`config.mk`:
```
export PLATFORM = sky130hd
export DESIGN_NAME = double_ended_queue
export DESIGN_NICKNAME = d
export VERILOG_FILES = /design/src/sv/deq_pkg.sv /design/src/sv/deq_ctrl.sv /design/src/sv/deq_datapath.sv /design/src/sv/double_ended_queue.sv
export SDC_FILE = /design/constraint.sdc
export NUM_CORES = 1
export LEC_CHECK = 0
export ABC_AREA = 1
export BUFFER_PORTS_ARGS = -buffer_cell sky130_fd_sc_hd__buf_2
export CORE_ASPECT_RATIO = 2
export CORE_MARGIN = 8
export CORE_UTILIZATION = 40
export CTS_CLUSTER_SIZE = 12
export DETAILED_ROUTE_END_ITERATION = 12
export HOLD_SLACK_MARGIN = 0.1
export PLACE_DENSITY = 0.52
export SYNTH_ARGS = -nofsm -noshare
export SYNTH_HDL_FRONTEND = slang
export SYNTH_SLANG_ARGS = --single-unit
```
`constraint.sdc`:
```
create_clock -name clk -period 5.05 [get_ports clk]
set_input_delay 0.2525 -clock clk [delete_from_list [all_inputs] [get_ports clk]]
set_output_delay 0.2525 -clock clk [all_outputs]
set_load 0.005 [all_outputs]
```
`src/sv/deq_pkg.sv`:
```
`timescale 1ns / 1ps

package deq_pkg;

    // ring geometry
    localparam int DEPTH   = 16;
    localparam int IDX_W   = $clog2(DEPTH);
    localparam int CNT_W   = $clog2(DEPTH + 1);
    localparam int DATA_W  = 32;
    localparam int ENTRY_W = 5;

    // command codes
    typedef enum logic [1:0] {
        CMD_PUSH_FRONT = 2'd0,
        CMD_PUSH_BACK  = 2'd1,
        CMD_POP_FRONT  = 2'd2,
        CMD_POP_BACK   = 2'd3
    } cmd_t;

    // status codes
    typedef enum logic [1:0] {
        ST_DONE  = 2'd0,
        ST_FULL  = 2'd1,
        ST_EMPTY = 2'd2
    } status_t;

    // controller states
    typedef enum logic [1:0] {
        S_IDLE   = 2'd0,
        S_ACCESS = 2'd1,
        S_FORM   = 2'd2
    } state_t;

    // request payload
    typedef struct packed {
        logic [1:0]               cmd;
        logic signed [DATA_W-1:0] value;
    } req_t;

    // result payload
    typedef struct packed {
        logic [1:0]               status;
        logic signed [DATA_W-1:0] removed_value;
        logic [ENTRY_W-1:0]       entry_count;
    } res_t;

    // controller to datapath commands
    typedef struct packed {
        logic load;
        logic access;
        logic form;
    } ctrl_t;

    // datapath to controller status
    typedef struct packed {
        logic res_valid;
    } stat_t;

endpackage

```
`src/sv/deq_ctrl.sv`:
```
`timescale 1ns / 1ps

module deq_ctrl (
    input  logic            clk,
    input  logic            rst_n,
    input  logic            req_valid,
    input  logic            res_stall,
    input  deq_pkg::stat_t  stat,
    output deq_pkg::ctrl_t  ctrl,
    output logic            req_stall
);

    deq_pkg::state_t state_reg;
    deq_pkg::state_t state_next;
    logic            form_ok;

    // output register free or being emptied this cycle
    assign form_ok = !stat.res_valid || !res_stall;

    // state register
    always_ff @(posedge clk or negedge rst_n)
    begin
        if (!rst_n)
        begin
            state_reg <= deq_pkg::S_IDLE;
        end
        else
        begin
            state_reg <= state_next;
        end
    end

    // next state
    always_comb
    begin
        state_next = state_reg;
        case (state_reg)
            deq_pkg::S_IDLE:
            begin
                if (req_valid)
                begin
                    state_next = deq_pkg::S_ACCESS;
                end
            end
            deq_pkg::S_ACCESS:
            begin
                state_next = deq_pkg::S_FORM;
            end
            deq_pkg::S_FORM:
            begin
                if (form_ok)
                begin
                    state_next = deq_pkg::S_IDLE;
                end
            end
            default:
            begin
                state_next = deq_pkg::S_IDLE;
            end
        endcase
    end

    // outputs
    always_comb
    begin
        ctrl      = '0;
        req_stall = 1'b1;
        case (state_reg)
            deq_pkg::S_IDLE:
            begin
                req_stall = 1'b0;
                ctrl.load = req_valid;
            end
            deq_pkg::S_ACCESS:
            begin
                ctrl.access = 1'b1;
            end
            deq_pkg::S_FORM:
            begin
                ctrl.form = form_ok;
            end
            default:
            begin
                req_stall = 1'b1;
            end
        endcase
    end

endmodule

```
`src/sv/deq_datapath.sv`:
```
`timescale 1ns / 1ps

module deq_datapath (
    input  logic            clk,
    input  logic            rst_n,
    input  deq_pkg::ctrl_t  ctrl,
    input  deq_pkg::req_t   req,
    input  logic            res_stall,
    output deq_pkg::stat_t  stat,
    output deq_pkg::res_t   res,
    output logic            res_valid
);

    localparam logic [deq_pkg::IDX_W-1:0] LAST_IDX = deq_pkg::IDX_W'(deq_pkg::DEPTH - 1);
    localparam logic [deq_pkg::CNT_W-1:0] FULL_CNT = deq_pkg::CNT_W'(deq_pkg::DEPTH);
    localparam logic [deq_pkg::CNT_W:0]   WRAP_SUM = (deq_pkg::CNT_W + 1)'(deq_pkg::DEPTH);

    // entry ring
    logic [deq_pkg::DATA_W-1:0] mem [deq_pkg::DEPTH];

    // latched request
    deq_pkg::cmd_t              cmd_reg;
    logic [deq_pkg::DATA_W-1:0] value_reg;

    // queue pointers
    logic [deq_pkg::IDX_W-1:0]  front_reg;
    logic [deq_pkg::IDX_W-1:0]  front_next;
    logic [deq_pkg::CNT_W-1:0]  count_reg;
    logic [deq_pkg::CNT_W-1:0]  count_next;

    // access outcome
    deq_pkg::status_t           status_reg;
    deq_pkg::status_t           status_next;
    logic                       take_reg;
    logic                       take_next;
    logic [deq_pkg::DATA_W-1:0] rd_data_reg;

    // output register
    deq_pkg::res_t              res_reg;
    deq_pkg::res_t              res_next;
    logic                       res_valid_reg;

    logic                       full;
    logic                       empty;
    logic [deq_pkg::IDX_W-1:0]  front_m1;
    logic [deq_pkg::IDX_W-1:0]  front_p1;
    logic [deq_pkg::CNT_W:0]    back_sum;
    logic [deq_pkg::IDX_W-1:0]  back_pos;
    logic [deq_pkg::IDX_W-1:0]  last_pos;
    logic [deq_pkg::IDX_W-1:0]  addr;
    logic                       wr_en;

    assign full  = (count_reg == FULL_CNT);
    assign empty = (count_reg == '0);

    // neighbor positions around the front, wrapping at the ring end
    assign front_m1 = (front_reg == '0) ? LAST_IDX : front_reg - 1'b1;
    assign front_p1 = (front_reg == LAST_IDX) ? '0 : front_reg + 1'b1;

    // slot after the back entry: front plus count, one conditional subtract
    assign back_sum = (deq_pkg::CNT_W + 1)'(front_reg) + (deq_pkg::CNT_W + 1)'(count_reg);
    assign back_pos = (back_sum >= WRAP_SUM) ? deq_pkg::IDX_W'(back_sum - WRAP_SUM)
                                             : deq_pkg::IDX_W'(back_sum);
    assign last_pos = (back_pos == '0) ? LAST_IDX : back_pos - 1'b1;

    // command decode and pointer update
    always_comb
    begin
        addr        = front_reg;
        wr_en       = 1'b0;
        front_next  = front_reg;
        count_next  = count_reg;
        status_next = deq_pkg::ST_DONE;
        take_next   = 1'b0;
        case (cmd_reg)
            deq_pkg::CMD_PUSH_FRONT:
            begin
                if (full)
                begin
                    status_next = deq_pkg::ST_FULL;
                end
                else
                begin
                    addr       = front_m1;
                    wr_en      = 1'b1;
                    front_next = front_m1;
                    count_next = count_reg + 1'b1;
                end
            end
            deq_pkg::CMD_PUSH_BACK:
            begin
                if (full)
                begin
                    status_next = deq_pkg::ST_FULL;
                end
                else
                begin
                    addr       = back_pos;
                    wr_en      = 1'b1;
                    count_next = count_reg + 1'b1;
                end
            end
            deq_pkg::CMD_POP_FRONT:
            begin
                if (empty)
                begin
                    status_next = deq_pkg::ST_EMPTY;
                end
                else
                begin
                    addr       = front_reg;
                    take_next  = 1'b1;
                    front_next = front_p1;
                    count_next = count_reg - 1'b1;
                end
            end
            deq_pkg::CMD_POP_BACK:
            begin
                if (empty)
                begin
                    status_next = deq_pkg::ST_EMPTY;
                end
                else
                begin
                    addr       = last_pos;
                    take_next  = 1'b1;
                    count_next = count_reg - 1'b1;
                end
            end
            default:
            begin
                status_next = deq_pkg::ST_DONE;
            end
        endcase
    end

    // ring write and registered read
    always_ff @(posedge clk)
    begin
        if (ctrl.access)
        begin
            if (wr_en)
            begin
                mem[addr] <= value_reg;
            end
            rd_data_reg <= mem[addr];
        end
    end

    // result assembly
    always_comb
    begin
        res_next.status        = status_reg;
        res_next.removed_value = take_reg ? rd_data_reg : '0;
        res_next.entry_count   = deq_pkg::ENTRY_W'(count_reg);
    end

    // request latch, access outcome and result payload
    always_ff @(posedge clk)
    begin
        if (ctrl.load)
        begin
            cmd_reg   <= deq_pkg::cmd_t'(req.cmd);
            value_reg <= req.value;
        end
        if (ctrl.access)
        begin
            status_reg <= status_next;
            take_reg   <= take_next;
        end
        if (ctrl.form)
        begin
            res_reg <= res_next;
        end
    end

    // pointers and output valid
    always_ff @(posedge clk or negedge rst_n)
    begin
        if (!rst_n)
        begin
            front_reg     <= '0;
            count_reg     <= '0;
            res_valid_reg <= 1'b0;
        end
        else
        begin
            if (ctrl.access)
            begin
                front_reg <= front_next;
                count_reg <= count_next;
            end
            if (ctrl.form)
            begin
                res_valid_reg <= 1'b1;
            end
            else if (!res_stall)
            begin
                res_valid_reg <= 1'b0;
            end
        end
    end

    assign stat.res_valid = res_valid_reg;
    assign res            = res_reg;
    assign res_valid      = res_valid_reg;

endmodule

```
`src/sv/double_ended_queue.sv`:
```
`timescale 1ns / 1ps

// channel   handshake              payload
// -------   --------------------   ----------------------------------------
// request   req_valid, req_stall   req: cmd, value
// result    res_valid, res_stall   res: status, removed_value, entry_count
//
// each request passes through latch, ring access and result load in turn
// the single-port ring and its registered read keep these steps apart
// a new request is taken again once the result is in the output register
// rst_n clears front pointer, count and output valid; ring contents stay
// a stalled result holds the output register; the next request may be
// latched and accessed meanwhile and waits in result load

module double_ended_queue (
    input  logic           clk,
    input  logic           rst_n,
    input  logic           req_valid,
    output logic           req_stall,
    input  deq_pkg::req_t  req,
    output logic           res_valid,
    input  logic           res_stall,
    output deq_pkg::res_t  res
);

    deq_pkg::ctrl_t ctrl;
    deq_pkg::stat_t stat;

    // sequencer
    deq_ctrl u_ctrl (
        .clk       (clk),
        .rst_n     (rst_n),
        .req_valid (req_valid),
        .res_stall (res_stall),
        .stat      (stat),
        .ctrl      (ctrl),
        .req_stall (req_stall)
    );

    // ring, pointers and output register
    deq_datapath u_datapath (
        .clk       (clk),
        .rst_n     (rst_n),
        .ctrl      (ctrl),
        .req       (req),
        .res_stall (res_stall),
        .stat      (stat),
        .res       (res),
        .res_valid (res_valid)
    );

endmodule
```
# Word-level counts from Yosys, hierarchy flattened
# Memory sizes are Yosys's and may differ from the RTL's. A register that Yosys moved wholly into a read port is not among the register bits.
# Index checks and enable logic that the tools add are counted.
[classes]
muxes = 31
n_reduce_logical = 14
add_sub_neg = 7
magnitude_cmp = 1
n_eq_ne = 13
[ops]
columns = ["operator", "count"]
rows = [
  ["two-way mux 4 bit", 8],
  ["case mux 4 bit (4 select lines)", 1],
  ["two-way mux 1 bit", 13],
  ["subtractor 4 x 1 -> 4 bit (second input constant)", 3],
  ["two-way mux 5 bit", 2],
  ["case mux 5 bit (2 select lines)", 1],
  ["logical NOT 4 bit", 2],
  ["inequality test 2 bit (second input constant)", 4],
  ["case mux 4 bit (2 select lines)", 1],
  ["adder 4 x 5 -> 6 bit", 1],
  ["equality test 2 bit (second input constant)", 3],
  [">= comparator 6 x 5 -> 1 bit (second input constant)", 1],
  ["two-way mux 2 bit", 3],
  ["case mux 2 bit (3 select lines)", 1],
  ["AND reduction 3 bit", 2],
  ["adder 5 x 1 -> 5 bit (second input constant)", 1],
  ["equality test 5 bit (second input constant)", 1],
  ["logical NOT 5 bit", 1],
  ["subtractor 5 x 1 -> 5 bit (second input constant)", 1],
  ["adder 4 x 1 -> 4 bit (second input constant)", 1],
  ["equality test 2 x 1 -> 1 bit (second input constant)", 2],
  ["equality test 4 bit (second input constant)", 1],
  ["logical NOT 2 bit", 2],
  ["inequality test 2 x 1 -> 1 bit (second input constant)", 2],
  ["other kinds (6)", 8],
]
[word_totals]
mem_count = 1
ram_bits = 512
register_bits = 88
[mem_list]
columns = ["name", "depth", "width", "rd", "rd_clocked_by_memory_dff", "wr", "line", "rtl"]
rows = [
  ["u_datapath.mem", 16, 32, 1, 1, 1, "deq_datapath.sv:19", "logic [deq_pkg::DATA_W-1:0] mem [deq_pkg::DEPTH];"],
]

# Depth between registers and ports, before layout
# Gate-level depths: netlist of run 1.
[logic_depth]
depth_word = 7
ltp_mapped = 17

# Modules after synthesis
# From an unflattened synthesis of run 1, not the netlist that was laid out.
[hier_totals]
cells_unflattened = 2470
hier_area_um2 = 26699.4
[by_module_without_submodules]
columns = ["module", "n_inst", "cells_per_inst", "area_per_inst_um2"]
rows = [
  ["deq_datapath", 1, 2452, 26583.0],
  ["deq_ctrl", 1, 18, 116.4],
]

# Worst setup path before layout of run 1
# No wires, ideal clock.
[synth_path]
path_kind = "register -> register"
startpoint = "register u_ctrl.state_reg[0]"
endpoint = "memory u_datapath.mem[13][0] in the netlist's numbering, enable pin"
path_slack_ns = 0.784
path_stages_with_launch = 7
required_ns = 4.629
arrival_ns = 3.845
cell_sequence = "dfrtp_1 inv_1 nor2_1 nand3_1 inv_1 nand4_1 nor2_1"
[synth_via]
elab_chain_len = 4
[synth_lines]
columns = ["element", "line", "rtl"]
rows = [
  ["start, declared", "deq_ctrl.sv:13", "deq_pkg::state_t state_reg;"],
  ["start signal, assigned", "deq_ctrl.sv:25", "state_reg <= deq_pkg::S_IDLE;"],
  ["start signal, assigned", "deq_ctrl.sv:29", "state_reg <= state_next;"],
  ["equality test 2 x 1 -> 1 bit", "deq_ctrl.sv:68", "case (state_reg)"],
  ["two-way mux 1 bit", "deq_ctrl.sv:68", ""],
  ["two-way mux 1 bit", "deq_datapath.sv:140", "if (ctrl.access)"],
  ["two-way mux 1 bit (not written as such)", "deq_datapath.sv:144", "mem[addr] <= value_reg;"],
  ["end, declared", "deq_datapath.sv:19", ""],
]
# No other way between the ends.

# Final worst setup path of run 1
[layout_path]
startpoint = "register u_datapath.count_reg[0] in the netlist's numbering"
endpoint = "memory u_datapath.mem[15][9] in the netlist's numbering, enable pin"
[layout_via]
elab_chain_len = 7
elab_cells_between_ends = 18
classes_between = "3 x add/sub; 1 x order compare; 1 x eq/ne; 11 x mux; 2 x reduce/logical"
[layout_lines]
columns = ["element", "line", "rtl"]
rows = [
  ["start, declared", "deq_datapath.sv:28", "logic [deq_pkg::CNT_W-1:0] count_reg;"],
  ["start signal, assigned", "deq_datapath.sv:191", "count_reg <= count_next;"],
  ["adder 4 x 5 -> 6 bit", "deq_datapath.sv:61", "assign back_sum = (deq_pkg::CNT_W + 1)'(front_reg) + (deq_pkg::CNT_W + 1)'(count_reg);"],
  [">= comparator 6 x 5 -> 1 bit / subtractor 4 x 1 -> 4 bit (equally long branches)", "deq_datapath.sv:62", "assign back_pos = (back_sum >= WRAP_SUM) ? deq_pkg::IDX_W'(back_sum - WRAP_SUM)"],
  ["two-way mux 4 bit", "deq_datapath.sv:62", ""],
  ["subtractor 4 x 1 -> 4 bit / logical NOT 4 bit (equally long branches)", "deq_datapath.sv:64", "assign last_pos = (back_pos == '0) ? LAST_IDX : back_pos - 1'b1;"],
  ["two-way mux 4 bit", "deq_datapath.sv:64", ""],
  ["two-way mux 4 bit", "deq_datapath.sv:119", "if (empty)"],
  ["case mux 4 bit (4 select lines)", "deq_datapath.sv:75", "case (cmd_reg)"],
]
# Parallel ways exist; a longest one is shown, timed or not.

==> results of run 1 <==
## per-stage QoR
stage / hold WS (ns) / worst slack, ns
after floorplan: -0.04309 / 0.7843
after global placement: 0.1750 / 0.8074
after detailed placement: 0.1827 / 0.7507
after CTS: 0.2792 / 0.7208
after global routing: 0.3022 / 0.4894
final: 0.3237 / 0.7632
## cell type report
cell class | count | area (um^2) | area share, %
inverters | 124 | 467.9 | 1.549
repair buffers | 156 | 1234 | 4.084
multi-input cells | 1580 | 6779 | 22.44
flip-flops and latches | 632 | 18920 | 62.63
well taps | 884 | 1106 | 3.662
clock inverters | 6 | 62.56 | 0.2071
clock buffers | 82 | 1637 | 5.418
## logic make-up after synthesis
family / Yosys count / synth area share, %
simple gates: 1531 / 23.19
fa+ha+maj: 11 / 0.5726
compound gates: 28 / 0.5820
buf+inv: 254 / 4.365
flops: 632 / 70.96
xor+xnor: 10 / 0.3285
## cell usage after synthesis (all sizes together)
cell type	n
a21oi	9
buf	116
clkbuf	14
dfrtp	12
edfxtp	620
fa	2
ha	9
inv	124
nand2	1205
nand3	280
nand4	5
nor2	38
nor3	1
o211ai	2
o21a	1
o21ai	14
o21bai	1
o22ai	1
or2	2
xnor2	4
xor2	6
## metal layers
layer  routed length, um  share of wire (%)  GRT usage, %
met1               30360                 44         23.87
met2               34740                 50         32.07
met3                2832                4.1         2.342
met4                1781                2.6         5.137
met5                   0                  0             0
## worst max-delay path by stage
stage	slack, ns	cells past startpoint	start	end
after floorplan	0.78	6	u_ctrl.state_reg[0]$_DFFE_PN0P_	u_datapath.mem[13][0]$_DFFE_PP_
after global placement	0.81	12	u_datapath.count_reg[0]$_DFFE_PN0P_	u_datapath.mem[3][7]$_DFFE_PP_
after detailed placement	0.75	12	u_datapath.count_reg[0]$_DFFE_PN0P_	u_datapath.mem[15][12]$_DFFE_PP_
after CTS	0.72	12	u_datapath.count_reg[0]$_DFFE_PN0P_	u_datapath.mem[15][12]$_DFFE_PP_
after global routing	0.49	12	u_datapath.count_reg[0]$_DFFE_PN0P_	u_datapath.mem[15][12]$_DFFE_PP_
final	0.76	12	u_datapath.count_reg[0]$_DFFE_PN0P_	u_datapath.mem[15][9]$_DFFE_PP_
## worst max-delay path: stages, from the launching register on
cell and delay [ns]:
sky130_fd_sc_hd__dfrtp_1 0.48, sky130_fd_sc_hd__ha_1 0.28, sky130_fd_sc_hd__fa_1 0.55, sky130_fd_sc_hd__inv_1 0.06, sky130_fd_sc_hd__ha_1 0.29, sky130_fd_sc_hd__a21oi_1 0.15
sky130_fd_sc_hd__o21ai_1 0.08, sky130_fd_sc_hd__nand3_1 0.14, sky130_fd_sc_hd__nand2_4 0.24, sky130_fd_sc_hd__inv_4 0.39, sky130_fd_sc_hd__nand4_1 0.45, sky130_fd_sc_hd__nor2_4 0.53
sky130_fd_sc_hd__buf_12 0.28
## power groups by stage
stage / sequential, uW / clock, uW / combinational [uW]
after floorplan: 6890 / 0 / 4940
after global placement: 7010 / 0 / 6990
after detailed placement: 7020 / 0 / 6970
after CTS: 6920 / 4240 / 7040
after global routing: 6960 / 4410 / 7860
final: 6910 / 4130 / 6930
==> results.md, run 1 <==
- The worst hold path was traced through 2 stages.
- The sequential cell fraction of total power is a little under two fifths.
- The post-route minimum period is roughly 4.3 ns.
- The number of core rows is around 130.
- Of the synthesized area, sequential elements account for a little under three quarters.
- The post-layout total power is 17970 uW.
- After synthesis, the mean cell area works out to roughly 11 um^2.
- The highest clock frequency the design can meet is 233.3 MHz.
- The total length of routed wires is roughly 70000 um.
- The number of buffer cells added on primary ports is 78.
- The first global-routing pass estimated 105400 um of wire.
- The number of nets produced by synthesis is 2515.
- The number of fill cells is 6222.
- Setup repair after global routing left no endpoint under its margin.
- The max-slew violation count is 0.
- The total I/O pin count is 79.
- In this run, the combinational gates consume 38.6% of the power.
- The clock passes through at most 3 buffers.
- After routing the design area is 30200 um^2.
- The worst path required time is around 5.4 ns.
- After technology mapping, the gate count stands at 2466.
- The number of hold buffers added after CTS is 38.
- In the layout the commonest cells are 1202 x sky130_fd_sc_hd__nand2_1, 620 x sky130_fd_sc_hd__edfxtp_1, 277 x sky130_fd_sc_hd__nand3_1, 116 x sky130_fd_sc_hd__inv_1, 78 x sky130_fd_sc_hd__buf_2.
- TritonCTS built the clock tree.
- The final worst-path cycle share is between 80% and 90%.
- Summing over every cut layer, the via total after detailed routing is ~17000.
- The startpoint class of the critical path is a register.
- The type of the worst setup path is register to register.
- Adding up every negative setup slack in the final design gives 0 ns.
- The post-synthesis cell type with the largest combined area is sky130_fd_sc_hd__edfxtp_1.
- For this design the ratio of total power to cell area is around 600 nW/um^2.
- The flow ran to the end, and the final reports show no timing, DRC or antenna violations.
- The final estimated routing congestion in global placement is roughly 0.76.
- Using the TritonRoute via totals, the vias-per-cell ratio works out to approximately 5.
- The peak fanout along the critical path is 32.
- On the final layout, the worst clock skew is 0.009090 ns.
- The startpoint of the lowest-slack register-to-register path is u_datapath.count_reg[0]$_DFFE_PN0P_.
- The number of nets in the layout is between 2000 and 3000.
- In this run the critical register-to-register path is captured at u_datapath.mem[15][9]$_DFFE_PP_.
- By area the synthesized netlist is led by sky130_fd_sc_hd__edfxtp_1 70%, sky130_fd_sc_hd__nand2_1 17%, sky130_fd_sc_hd__nand3_1 5.2%, sky130_fd_sc_hd__buf_2 1.7%, sky130_fd_sc_hd__inv_1 1.6%.
- Data on the critical path arrives at its endpoint at approximately 4.6 ns.
- The number of gates resized after CTS was 0.
- Max-cap violations in this run came to 0.
- The tree is rooted in a sky130_fd_sc_hd__clkbuf_16.
- For this run, the total global-route usage over all layers was measured as between 15 and 20%.
- In this run the vertical extent of the chip is about 380 um.
- The internal portion of the total power is about 11000 uW.
- The region available for standard cell placement spans about 66000 um^2.
- The die covers 75670 um^2.
- VDD sags by at most approximately 0.62 mV.
- The post-detailed-route count of antenna-violating nets is 0.
- For this run the aggregate overflow at the end of global routing stands at 0.
- The endpoint type of the worst setup path is a register.
- The clock share of power is a little under a quarter.
- The total CTS buffers is 60.
- The end of the worst hold path is u_datapath.value_reg[24]$_DFFE_PP_.
- The headroom to the max-slew limit is between 20% and 30%.
- The worst register-to-register path has a depth of 12.
- For this design the static power due to leakage is ~0.012 uW.
- The final count of hold timing violations is 0.
- The number of antenna violations at the first check in global routing came to 0.
- At the pin with the least slew margin, the transition time is between 1 and 1.5 ns.
- The share of layout cells above drive strength 1 is 8.721%.
- The die is about 200 um wide.
- Leaving out fill and tap cells, the most frequent cell in the layout is sky130_fd_sc_hd__nand2_1.
- The clock-pin slew on the worst setup and hold paths is ~0.06 ns.
- After synthesis the netlist holds a flip-flop and latch count of approximately 630.
- The switching share of power is between 40% and 50%.
- The total number of yosys warnings is 0.
- The netlist area before placement is between 20000 and 30000 um^2.
- The relative area change from synthesis to final layout is 13.30%.
- The post-route DRC violation count is 0.
- After clock tree synthesis, the setup repair step added 0 buffers.
- After detailed placement, the design holds a cell count of ~3300.
- The via count of the first global-routing pass came to ~17000.
- The starting density of the core is between 40% and 50%.
- The share of the core filled with cells in the final layout is a little under half.
- In the final routed layout, each cell accounts on average for 20.12 um.
- After detailed placement, the total cell area comes to approximately 28000 um^2.
- Detailed placement finished with a half-perimeter wire length of 35060 um.
- The repair_antennas step left the layout with diodes totalling 0.
- The clock net in this run drives a total of 632 sinks.
- Entering global routing, the biggest net connects roughly 210 pins.
- The proportion of netlist area held by the largest area contributor is between 60 and 70%.
- The worst hold path begins at req[24].
- For this run, the detailed router's first-pass iteration total came to 6.
- The final setup violation count is 0.
- The min-delay analysis places its worst path in the category input port to register.
- In this run, the number of DRC markers left after iteration 0 of detailed routing was roughly 1100.
- The register with the most flip-flops in the layout has between 500 and 600 of them.
- The setup check on the worst reg-to-reg path leaves a slack of roughly 0.76 ns.
- The H-tree was split into 2 levels.
- The finished layout holds 3464 standard cells, fillers aside.
- The analysis attributes to net switching a power of between 7000 and 8000 uW.
- The later pin in the worst-skew pair is clocked with a latency of between 0.6 and 0.7 ns.
- Yosys mapped the design onto 36 distinct sky130hd cell types.
Note: power is estimated with default switching activity, not from simulation.
==> inputs of run 2 (changes only) <==
==> constraint.sdc (replaced) <==
create_clock -name clk -period 4.5 [get_ports clk]
set_input_delay 0.225 -clock clk [delete_from_list [all_inputs] [get_ports clk]]
set_output_delay 0.225 -clock clk [all_outputs]
set_load 0.005 [all_outputs]
==> run 2 against run 1 <==
Against the previous run: flip-flop and latch count did not move; clock power rose by 14%; combinational power rose by 13%; power rose by 13%; utilization rose by 0.098 points; sequential share of layout area fell by 0.13 points; non-clock buffer count rose by 7; sequential power rose by 12%; critical path type unchanged; critical endpoint is now u_datapath.mem[3][10]$_DFFE_PP_; highest routed layer is now met5.
==> results.md, run 2 (synthesis results as in run 1) <==
- Critical path, cell by cell: ha_1 -> fa_1 -> inv_1 -> ha_1 -> a21oi_1 -> o21ai_1 -> nand3_1 -> nand2_4 -> inv_4 -> nand4_1 -> nor2_4 -> buf_4 (was ha_1 -> fa_1 -> inv_1 -> ha_1 -> a21oi_1 -> o21ai_1 -> nand3_1 -> nand2_4 -> inv_4 -> nand4_1 -> nor2_4 -> buf_12).
- The number of core rows is 134 (unchanged).
- The final setup violation count is 0 (unchanged).
- The max-slew violation count came to 0 (unchanged).
- The most common cell type on the critical path is sky130_fd_sc_hd__ha_1 (unchanged).
- The number of antenna violations at the first check in global routing is 1 (was 0).
- The standard cell core area is 66390 um^2 (unchanged).
- The number of buffer cells added on primary ports is 78 (unchanged).
- The global-route congestion overflow total is 0 (unchanged).
- The starting density of the core is 40.15% (unchanged).
- The number of flip-flops under the largest register name is 512 (unchanged).
- The peak fanout along the critical path is 19 (was 32).
- The CTS tree was built (unchanged).
- The clock-pin slew on the worst setup and hold paths is 0.06 ns (about the same).
- The post-route setup TNS is 0 ns (unchanged).
- The placed cell area is 28160 um^2 (was 28120 um^2).
- The number of hold buffers added after CTS is 38 (unchanged).
- The number of nets in the layout is 2610 (was 2603).
- The number of design-rule violations left by the first detailed-router iteration is 1355 (was 1133).
- The number of clock sinks seen by CTS is 632 (unchanged).
- The met3 track demand over resource is 2.678% (was 2.342%).
- The maximum clock path buffer count was 3 (unchanged).
- The post-route DRC violation count is 0 (unchanged).
- The post-detailed-route count of antenna-violating nets is 0 (unchanged).
- The endpoint type of the worst setup path was a register (unchanged).
- The worst-margin pin slew is 0.9479 ns (was 1.122 ns).
- The fraction of power consumed by combinational cells is 38.6% (about the same).
- The total length of routed wires was 69170 um (was 69710 um).
- The pin count of the biggest net entering global routing is 154 (was 207).
- The insertion delay of the later-clocked pin in the worst-skew pair is 0.64 ns (about the same).
- The overall track demand over capacity in global routing was 18.36% (was 18.45%).
- The sequential cell fraction of total power was 38.2% (was 38.4%).
- The final worst-path cycle share was 81.95% (was 84.89%).
- The worst reg2reg path endpoint is u_datapath.mem[3][10]$_DFFE_PP_ (was u_datapath.mem[15][9]$_DFFE_PP_).
- The leading cell type in the layout, fill and taps excluded is sky130_fd_sc_hd__nand2_1 (unchanged).
- The via count of the first global-routing pass was 17045 (was 16783).
- The post-CTS setup buffer count came to 0 (unchanged).
- The internal portion of total power came to 12150 uW (was 10730 uW).
- The number of levels the H-tree was split into is 2 (unchanged).
- The startpoint class of the critical path is a register (unchanged).
- The delay of the slowest cell on the worst path was 0.54 ns (was 0.55 ns).
- The count of max-cap constraint violations is 0 (unchanged).
- The number of detailed-routing iterations run before antenna repair is 5 (was 6).
- Status: completed (unchanged).
- The post-route minimum period was 3.688 ns (was 4.287 ns).
- Unrepaired setup endpoints after global routing: false (unchanged).
- The total I/O pin count came to 79 (unchanged).
- The net switching power figure came to 8123 uW (was 7241 uW).
- The startpoint of the lowest-slack register-to-register path is u_datapath.count_reg[0]$_DFFE_PN0P_ (unchanged).
- The antenna cell count is 0 (unchanged).
- The number of fill cells is 6224 (was 6222).
- The total power density per cell area is 669.6 nW/um^2 (was 595.1 nW/um^2).
- The number of cells upsized or downsized after cts is 0 (unchanged).
- The final instance area is 30270 um^2 (was 30200 um^2).
- The worst vdd rail ir drop is 0.6567 mV (was 0.6212 mV).
- The width of the chip came to 198.6 um (unchanged).
- The capture point of the critical path is u_datapath.mem[3][10]$_DFFE_PP_ (was u_datapath.mem[15][9]$_DFFE_PP_).
- The global routing's busiest layer is met2 (unchanged).
- The origin of the worst setup path is u_datapath.count_reg[0]$_DFFE_PN0P_ (unchanged).
- The library cell used as clock root buffer is sky130_fd_sc_hd__clkbuf_16 (unchanged).
- The highest clock frequency the design can meet is 271.2 MHz (was 233.3 MHz).
- The type of the worst setup path is register to register (unchanged).
- The switching share of power is 40.08% (was 40.29%).
- The total CTS buffers was 60 (unchanged).
- The height of the die is 381.1 um (unchanged).
- The total number of vias came to 17149 (was 17237).
- The slowest stage cell on the critical path is sky130_fd_sc_hd__fa_1 (unchanged).
- The path category of the worst min-delay check is input port to register (unchanged).
- The clock share of power is 23.2% (was 23.0%).
- The wire length of the first global-routing pass is 105100 um (was 105400 um).
- The area of the die was 75670 um^2 (unchanged).
- The detailed-route wire length per cell is 19.94 um (was 20.12 um).
- The met1 routing resource usage after global routing is 23.69% (was 23.87%).
- The final estimated routing congestion in global placement is 0.8292 (was 0.7637).
- The global-route track usage on met2 is 31.61% (was 32.07%).
- The relative area change from synthesis to final layout came to 13.54% (was 13.30%).
- The static leakage is 0.01243 uW (was 0.01237 uW).
- Top library cells by usage in the layout, fill and taps aside: 1202 x sky130_fd_sc_hd__nand2_1, 620 x sky130_fd_sc_hd__edfxtp_1, 277 x sky130_fd_sc_hd__nand3_1, 116 x sky130_fd_sc_hd__inv_1, 78 x sky130_fd_sc_hd__buf_2 (unchanged).
- The reg-to-reg setup timing slack was 0.81 ns (was 0.76 ns).
- The count of cells along the worst register-to-register path is 12 (unchanged).
- The post-DP HPWL is 36040 um (was 35060 um).
- The clock skew after layout is 0.01554 ns (was 0.009090 ns).
- The share of layout cells above drive strength 1 is 9.056% (was 8.721%).
- The worst path required time is 4.78 ns (was 5.37 ns).
- The final count of hold timing violations is 0 (unchanged).
- The number of vias per cell after detailed routing came to 4.945 (was 4.976).
- The headroom to the max-slew limit was 36.81% (was 25.19%).
- The worst path arrival time came to 3.97 ns (was 4.61 ns).
## run 2: changes by cell type in the layout (fill, tap and decap cells not counted)
cell / before / now
sky130_fd_sc_hd__bufinv_16: 1 / 2
sky130_fd_sc_hd__clkbuf_8: 1 / 2
sky130_fd_sc_hd__clkbuf_1: 19 / 15
sky130_fd_sc_hd__clkinv_1: 3 / 2
sky130_fd_sc_hd__buf_12: 13 / 12
sky130_fd_sc_hd__buf_4: 27 / 35
## run 2: layout make-up
cell class,instances,area (um^2),area share [%]
Timing Repair Buffer,163,1274,4.208
Clock buffer,79,1635,5.403
Sequential cell,632,18920,62.50
Multi-Input combinational cell,1580,6779,22.40
Tap cell,884,1106,3.654
Inverter,124,467.9,1.546
Clock inverter,6,88.84,0.2935
## run 2: layer usage
layer / vias to the layer above / routed length [um]
li1: 8345 / -
met1: 8313 / 29750
met2: 386 / 34470
met3: 103 / 3085
met4: 2 / 1843
met5: - / 13
## run 2: critical path, delay by kind of cell (launching register included)
family	cells	cell delay [ns]
AOI/OAI and AO/OA	2	0.23
adders and majority gates	3	1.10
buffers and inverters	3	0.63
DFF	1	0.49
and+or+nand+nor	4	0.86
## run 2: how the worst min path moves through the flow
stage	from	end	slack, ns	cells after the start
6_report	req[18]	u_datapath.value_reg[18]$_DFFE_PP_	0.29	2
5_1_grt	req[19]	u_datapath.value_reg[19]$_DFFE_PP_	0.27	2
4_1_cts	req[18]	u_datapath.value_reg[18]$_DFFE_PP_	0.25	2
3_5_place_dp	rst_n	u_ctrl.state_reg[0]$_DFFE_PN0P_	0.16	1
3_3_place_gp	rst_n	u_ctrl.state_reg[0]$_DFFE_PN0P_	0.16	1
2_1_floorplan	rst_n	u_ctrl.state_reg[0]$_DFFE_PN0P_	-0.07	0
## run 2: power groups by stage
stage	Sequential, uW	Combinational, uW	Clock, uW
6_report	7740	7820	4710
5_1_grt	7800	8920	5020
4_1_cts	7750	7970	4840
3_5_place_dp	7860	7900	0
3_3_place_gp	7850	7920	0
2_1_floorplan	7730	5540	0
## run 2: stage by stage
| stage | hold slack (ns) | instances | total power (uW) | setup slack [ns] | utilization, % |
|---|---|---|---|---|---|
| floorplan | -0.07059 | 2466 | 13270 | 0.2343 | - |
| global placement | 0.1625 | 3345 | 15780 | 0.7932 | 42.42 |
| detailed placement | 0.1636 | 3345 | 15760 | 0.8015 | 42.42 |
| CTS | 0.2509 | 3468 | 20550 | 0.7913 | 45.59 |
| global route | 0.2694 | 3468 | 21740 | 0.5950 | 45.59 |
| finish | 0.2925 | 3468 | 20270 | 0.8123 | 45.59 |
